`src/rtl/sgcp_pkg.sv`:
```
// Shared constants and types for the serial gain command parser.
`timescale 1ns / 1ps

package sgcp_pkg;

   localparam int STATE_W = 7;
   localparam int BYTE_W  = 8;

   // Parser state encoding
   localparam logic [STATE_W-1:0] ST_IDLE    = 7'd0;
   localparam logic [STATE_W-1:0] ST_FIRST_S = 7'd1;
   localparam logic [STATE_W-1:0] ST_FIRST_K = 7'd5;
   localparam logic [STATE_W-1:0] ST_KEY_MIN = 7'd10;   // key states lie above this
   localparam logic [STATE_W-1:0] ST_KEY_SS  = 7'd11;
   localparam logic [STATE_W-1:0] ST_KEY_SA  = 7'd12;
   localparam logic [STATE_W-1:0] ST_KEY_KP  = 7'd15;
   localparam logic [STATE_W-1:0] ST_KEY_KI  = 7'd16;
   localparam logic [STATE_W-1:0] ST_KEY_KD  = 7'd17;
   localparam logic [STATE_W-1:0] ST_DATA_S  = 7'd19;
   localparam logic [STATE_W-1:0] ST_DATA_P  = 7'd20;
   localparam logic [STATE_W-1:0] ST_DATA_I  = 7'd21;
   localparam logic [STATE_W-1:0] ST_DATA_D  = 7'd22;
   localparam logic [STATE_W-1:0] ST_DATA_A  = 7'd45;
   localparam logic [STATE_W-1:0] ST_DATA_LO = 7'd19;
   localparam logic [STATE_W-1:0] ST_DATA_HI = 7'd66;
   localparam logic [STATE_W-1:0] ST_DONE_HI = 7'd76;
   localparam logic [STATE_W-1:0] DATA_STEP  = 7'd10;

   // Second-letter offsets from the first-letter state
   localparam logic [STATE_W-1:0] OFS_SP = 7'd10;
   localparam logic [STATE_W-1:0] OFS_AI = 7'd11;
   localparam logic [STATE_W-1:0] OFS_D  = 7'd12;

   // ASCII codes
   localparam logic [BYTE_W-1:0] CH_EQ = 8'h3D;  // '='
   localparam logic [BYTE_W-1:0] CH_O  = 8'h6F;  // 'o'
   localparam logic [BYTE_W-1:0] CH_S  = 8'h73;  // 's'
   localparam logic [BYTE_W-1:0] CH_K  = 8'h6B;  // 'k'
   localparam logic [BYTE_W-1:0] CH_A  = 8'h61;  // 'a'
   localparam logic [BYTE_W-1:0] CH_P  = 8'h70;  // 'p'
   localparam logic [BYTE_W-1:0] CH_I  = 8'h69;  // 'i'
   localparam logic [BYTE_W-1:0] CH_D  = 8'h64;  // 'd'

   typedef struct packed {
      logic                emit;
      logic [BYTE_W-1:0]   out_byte;
      logic [STATE_W-1:0]  next_state;
   } sgcp_step_type;

endpackage

```
`src/rtl/sgcp_decode.sv`:
```
// Next-state and result decode for one received byte.
`timescale 1ns / 1ps

module sgcp_decode
   import sgcp_pkg::*;
(
   input  logic               enable,
   input  logic [STATE_W-1:0] state,
   input  logic [BYTE_W-1:0]  rx_byte,
   output sgcp_step_type      step
);

   logic [STATE_W-1:0] q;
   logic               emit;
   logic [BYTE_W-1:0]  ob;

   always_comb begin
      q    = state;
      emit = 1'b0;
      ob   = rx_byte;

      // Data phase, end marker, or key completion on '='
      if (q > ST_DATA_HI && q <= ST_DONE_HI) begin
         emit = 1'b1;
         ob   = CH_O;
         q    = ST_IDLE;
      end else if (q >= ST_DATA_LO && q <= ST_DATA_HI) begin
         emit = 1'b1;
         q    = (rx_byte == CH_EQ) ? ST_IDLE : q + DATA_STEP;
      end else if (rx_byte == CH_EQ && q > ST_KEY_MIN) begin
         unique case (q)
            ST_KEY_SS: begin q = ST_DATA_S; emit = 1'b1; ob = CH_S; end
            ST_KEY_SA: begin q = ST_DATA_A; emit = 1'b1; ob = CH_A; end
            ST_KEY_KP: begin q = ST_DATA_P; emit = 1'b1; ob = CH_P; end
            ST_KEY_KI: begin q = ST_DATA_I; emit = 1'b1; ob = CH_I; end
            ST_KEY_KD: begin q = ST_DATA_D; emit = 1'b1; ob = CH_D; end
            default:   q = ST_IDLE;
         endcase
      end

      // Second letter of a key; a bad letter falls back to idle
      if (q == ST_FIRST_S || q == ST_FIRST_K) begin
         case (rx_byte) inside
            CH_A, CH_I: q = q + OFS_AI;
            CH_S, CH_P: q = q + OFS_SP;
            CH_D:       q = q + OFS_D;
            default:    q = ST_IDLE;
         endcase
      end

      // First letter, also re-examining the byte after an abort
      if (q == ST_IDLE) begin
         if (rx_byte == CH_S) begin
            q = ST_FIRST_S;
         end else if (rx_byte == CH_K) begin
            q = ST_FIRST_K;
         end
      end

      if (!enable) begin
         step.emit       = 1'b0;
         step.out_byte   = rx_byte;
         step.next_state = state;
      end else begin
         step.emit       = emit;
         step.out_byte   = ob;
         step.next_state = q;
      end
   end

endmodule

```
`src/rtl/serial_gain_command_parser.sv`:
```
// Top level of the serial gain command parser: channels, state and result register.
`timescale 1ns / 1ps

// Usage:
//  - req channel: one received byte per transfer (req_rx_byte). A byte is
//    taken at a rising edge with req_valid high and req_stall low.
//  - rsp channel: zero or one result byte per input byte (rsp_out_byte):
//    a key tag letter, a passed data byte, or the 'o' end marker.
//  - csr port: csr_we writes csr_wdata into parse_enable. With parsing
//    disabled every byte is taken and dropped and the parser state holds.
//  - Result: registered; it appears on rsp in the cycle after its byte is taken.
//  - Throughput: one byte per cycle while req_stall is low; the parser
//    state advances through a combinational decode, and the result register
//    refills in the cycle it drains, so back-to-back transfers flow with no bubbles.
//  - Stall: when the result register holds a byte and rsp_stall is high,
//    req_stall rises and the pending result holds until it is taken.
//  - Reset (synchronous, active high): parser goes idle, parsing is
//    disabled and the result register is emptied.
module serial_gain_command_parser
   import sgcp_pkg::*;
(
   input  logic              clock,
   input  logic              reset,
   // input byte channel
   input  logic              req_valid,
   output logic              req_stall,
   input  logic [BYTE_W-1:0] req_rx_byte,
   // result channel
   output logic              rsp_valid,
   input  logic              rsp_stall,
   output logic [BYTE_W-1:0] rsp_out_byte,
   // configuration
   input  logic              csr_we,
   input  logic              csr_wdata
);

   logic [STATE_W-1:0] state_ff, state_in;
   logic               enable_ff, enable_in;
   logic               rsp_valid_ff, rsp_valid_in;
   logic [BYTE_W-1:0]  rsp_byte_ff, rsp_byte_in;
   logic               accept;
   sgcp_step_type      step;

   // Block input only while a result is waiting and the receiver stalls
   assign req_stall = rsp_valid_ff && rsp_stall;
   assign accept    = req_valid && !req_stall;

   sgcp_decode u_decode (
      .enable  (enable_ff),
      .state   (state_ff),
      .rx_byte (req_rx_byte),
      .step    (step)
   );

   always_comb begin
      enable_in = csr_we ? csr_wdata : enable_ff;
      // Advance the parser only on an accepted transfer
      state_in  = accept ? step.next_state : state_ff;
      // Load a new result, else hold a stalled one, else drain
      rsp_valid_in = (accept && step.emit) || (rsp_valid_ff && rsp_stall);
      rsp_byte_in  = (accept && step.emit) ? step.out_byte : rsp_byte_ff;
   end

   always_ff @(posedge clock) begin
      if (reset) begin
         state_ff     <= ST_IDLE;
         enable_ff    <= 1'b0;
         rsp_valid_ff <= 1'b0;
      end else begin
         state_ff     <= state_in;
         enable_ff    <= enable_in;
         rsp_valid_ff <= rsp_valid_in;
      end
   end

   // Payload register: no reset needed
   always_ff @(posedge clock) begin
      rsp_byte_ff <= rsp_byte_in;
   end

   assign rsp_valid    = rsp_valid_ff;
   assign rsp_out_byte = rsp_byte_ff;

`ifndef ASSERT_OFF
   // Parser state never leaves the encoded range
   a_state_range: assert property (@(posedge clock) disable iff (reset)
      state_ff <= ST_DONE_HI)
      else $error("parser state out of range");

   // A transfer taken while parsing is disabled leaves the state untouched
   a_disabled_hold: assert property (@(posedge clock) disable iff (reset)
      accept && !enable_ff |=> $stable(state_ff))
      else $error("state moved while parsing disabled");

   // A byte taken in the end-marker window always yields a result
   a_end_marker: assert property (@(posedge clock) disable iff (reset)
      accept && enable_ff && state_ff > ST_DATA_HI |=> rsp_valid_ff && rsp_byte_ff == CH_O)
      else $error("end marker missing");

   // Data bytes are passed on unchanged
   a_data_pass: assert property (@(posedge clock) disable iff (reset)
      accept && enable_ff && state_ff >= ST_DATA_LO && state_ff <= ST_DATA_HI
      |=> rsp_valid_ff && rsp_byte_ff == $past(req_rx_byte))
      else $error("data byte not passed");
`endif

endmodule

```
`config.mk`:
```
export PLATFORM = sky130hd
export DESIGN_NAME = serial_gain_command_parser
export DESIGN_NICKNAME = d
export VERILOG_FILES = /design/src/rtl/sgcp_pkg.sv /design/src/rtl/sgcp_decode.sv /design/src/rtl/serial_gain_command_parser.sv
export SDC_FILE = /design/constraint.sdc
export NUM_CORES = 1
export LEC_CHECK = 0
export ABC_AREA = 1
export BUFFER_PORTS_ARGS = -buffer_cell sky130_fd_sc_hd__buf_2
export CAP_MARGIN = 40
export CORE_UTILIZATION = 35
export CTS_BUF_LIST = sky130_fd_sc_hd__clkbuf_2 sky130_fd_sc_hd__clkbuf_4 sky130_fd_sc_hd__clkbuf_8
export CTS_CLUSTER_DIAMETER = 50
export DETAILED_ROUTE_END_ITERATION = 12
export GPL_ROUTABILITY_DRIVEN = 0
export GPL_TIMING_DRIVEN = 0
export PLACE_DENSITY = 0.52
export SETUP_SLACK_MARGIN = 0.2
export SLEW_MARGIN = 10
export SYNTH_ARGS = -nofsm -noshare
export SYNTH_HDL_FRONTEND = slang
export SYNTH_SLANG_ARGS = --single-unit
```
`constraint.sdc`:
```
create_clock -name clock -period 3.81 [get_ports clock]
set_clock_uncertainty 0.2 [all_clocks]
set_input_delay 0.381 -clock clock [delete_from_list [all_inputs] [get_ports clock]]
set_output_delay 0.381 -clock clock [all_outputs]
set_load 0.05 [all_outputs]
```
==> flow_metrics.env <==
export IMPL_area_growth_pct=13.27
export IMPL_finalPower_mw=0.5146
export IMPL_clock_path_buffers=2
export IMPL_design_die_area_mm2=0.005879
export IMPL_grt_start_max_net_pins=11
export IMPL_cp_required_ns=3.75
export IMPL_slew_limit_headroom_pct=56.75
export IMPL_antenna_found_initial=0
export IMPL_cts_tree="built"
export IMPL_drt_wl_total_um=5396
export IMPL_power_density_mw_per_mm2=232.8
export IMPL_worst_slew_pin_slew_ns=0.6438
export IMPL_ir_drop_v=0.0001400
export IMPL_clock_sinks=17
export IMPL_grt_met3_usage_pct=2.857
export IMPL_drt_iter0_markers=110
export IMPL_ios=24
export IMPL_maxSlewViolCount=0
export IMPL_core_mm2=0.005238
export IMPL_cts_max_level=1
export IMPL_hold_viol=0
export IMPL_min_period_ns=3.340
export IMPL_final_util_pct=42.21
export IMPL_syn_area_per_cell_um2=5.933
export IMPL_startpoint_type="register"
export IMPL_maxCapViolations=0
export IMPL_leakage_nw=1.177
export IMPL_synth_area_mm2=0.001952
export IMPL_dr_pass1_iters=4
export IMPL_postCtsResizedCells=0
export IMPL_synth_seq_cells=17
export IMPL_crit_arrival_ns=3.28
export IMPL_setup_tns_ns=0
export IMPL_outcome="completed"
export IMPL_track_usage_pct=19.70
export IMPL_syn_nets=353
export IMPL_clkLatencyLatePin_ns=0.26
export IMPL_end_kind="register"
export IMPL_fill_cells=608
export IMPL_diodes=0
export IMPL_max_freq_mhz=299.4
export IMPL_rows=26
export IMPL_post_drt_via_cell_ratio=4.864
export IMPL_global_route_usage_met2_pct=33.84
export IMPL_cts_clk_slew_worst_paths_ns=0.07
export IMPL_antenna_left=0
export IMPL_cts_made_buffers=3
export IMPL_rsz0062_at_grt="false"
export IMPL_yosysWarnings=0
export IMPL_critPathKind="register to register"
export IMPL_fp_dieW_um=76.68
export IMPL_drive_above_1_share_pct=19.89
export IMPL_root_buffer="clkbuf_8"
export IMPL_synth_cell_types=30
export IMPL_cts_hold_buffers_added=0
export IMPL_top_usage_layer="met2"
export IMPL_die_h_um=76.68
export IMPL_grt_ovfl_total=0
export IMPL_numPortBuffers=23
export IMPL_setup_viol=0
export IMPL_finalCritPeriodShare_pct=87.65
export IMPL_hpwl_um=4412
export IMPL_synthCells=329
export IMPL_start_util_pct=37.27
export IMPL_route_vias_total=2077
export IMPL_drt_wirelength_per_cell_um=12.64
export IMPL_num_nets_final=382
export IMPL_yosysSeqAreaShare_pct=21.54
export IMPL_use_met1_pct=26.40
export IMPL_grt_pass1_wl_um=9177
export IMPL_hold_path_class="input port to register"
export IMPL_postCtsSetupRepairBufs=0
export IMPL_grt_pass1_vias=1975
export IMPL_drc=0
export IMPL_crit_fanout=10
-- sequential cells by signal, summed over array words and instances (netlist names) --
signal and flops:
rsp_out_byte 8, rsp_valid 1, enable_ff 1, state_ff 7
-- worst max-delay path: stages (launching register included) --
cell and delay [ns]:
dfxtp_2 0.46, inv_2 0.13, ha_1 0.25, inv_1 0.06, nand2_1 0.09, a21oi_4 0.16, nand2_2 0.10, buf_6 0.15
nand3_1 0.06, nand2_1 0.09, nand2_2 0.12, inv_1 0.09, ha_1 0.21, o21ai_1 0.21, a21oi_1 0.08, nand2_2 0.16
nor2_1 0.06, nand2_1 0.08, nand2_1 0.08, o21ai_0 0.28, inv_1 0.09
-- power breakdown --
part / switching (mW) / leakage (nW) / internal, mW
Clock: 0.0691 / 0.0255 / 0.0727
Combinational: 0.112 / 1.01 / 0.0569
Sequential: 0.00814 / 0.146 / 0.196
-- placed cells by master, fill, tap and decap left out, types with 6 or more instances in the layout --
master      n
a21oi_1    14
buf_2      23
o21ai_0    13
inv_1      37
nand3_1    36
nand2_1   107
nor2_1     39
ha_1       10
edfxtp_1    8
dfxtp_1     7
inv_2       6
nor2_2      8
nand2_2     9
-- cell families (layout without fill, tap and decap cells) --
logic type | count (synthesis) | in the layout | share of synthesized area (%)
DFF | 17 | 17 | 21.54
adders and majority gates | 10 | 10 | 6.410
and+or+nand+nor | 216 | 216 | 49.87
buffers and inverters | 48 | 76 | 10.90
AOI/OAI and AO/OA | 38 | 38 | 11.28
-- per-layer routing --
layer / wire length [um] / vias up
met5: 0 / -
met4: 21 / 0
met3: 134 / 2
met2: 2542 / 24
met1: 2697 / 942
li1: - / 1109
-- worst paths after layout --
check	start	to	slack, ns	depth (start not counted)
setup / recovery	state_ff[1]	state_ff[4]	0.47	20
hold / removal	reset	rsp_valid	0.17	2
setup reg to reg	state_ff[1]	state_ff[4]	0.47	20
hold reg to reg	rsp_valid	rsp_valid	0.39	4
-- cell usage after synthesis --
library cell	n	area share, %
nand2_1	107	21
a21oi_2	1	0.45
nand2_4	3	1.7
inv_4	1	0.32
nand3_1	36	9.2
nor4_1	1	0.32
nor2_2	8	2.6
nand2_2	9	2.9
a21oi_4	1	0.83
o221ai_1	1	0.45
buf_6	4	2.3
o21ai_0	14	3.6
inv_1	37	7.1
nand4_1	2	0.64
o22ai_1	1	0.32
o21a_1	1	0.38
nor2_1	39	7.5
edfxtp_1	8	12
o211ai_1	1	0.38
o21ai_2	1	0.45
dfxtp_1	9	9.2
ha_1	10	6.4
nor3_1	4	1.0
nor2_4	3	1.7
o21ai_1	2	0.51
nand3_2	2	1.0
or2_2	2	0.64
inv_2	6	1.2
a31oi_1	1	0.32
a21oi_1	14	3.6
-- stage by stage --
step	cells	hold slack, ns	instance area, um2	worst slack, ns
after floorplan	329	0.2534	1952	0.9668
after global placement	422	0.3782	2155	0.2187
after detailed placement	423	0.3859	2162	0.2477
after CTS	427	0.1621	2208	0.2054
after global routing	427	0.1796	2211	0.2057
final	427	0.1696	2211	0.4704
-- cell type report --
cell class / count / area (um2) / area share [%]
Inverter: 44 / 167.7 / 7.583
Clock buffer: 3 / 41.29 / 1.868
Buffer: 4 / 45.04 / 2.037
Multi-Input combinational cell: 264 / 1319 / 59.65
Tap cell: 70 / 87.58 / 3.962
Sequential cell: 17 / 422.9 / 19.13
Clock inverter: 1 / 5.005 / 0.2264
Timing Repair Buffer: 24 / 122.6 / 5.546
Power figures use the tool's default switching activity.
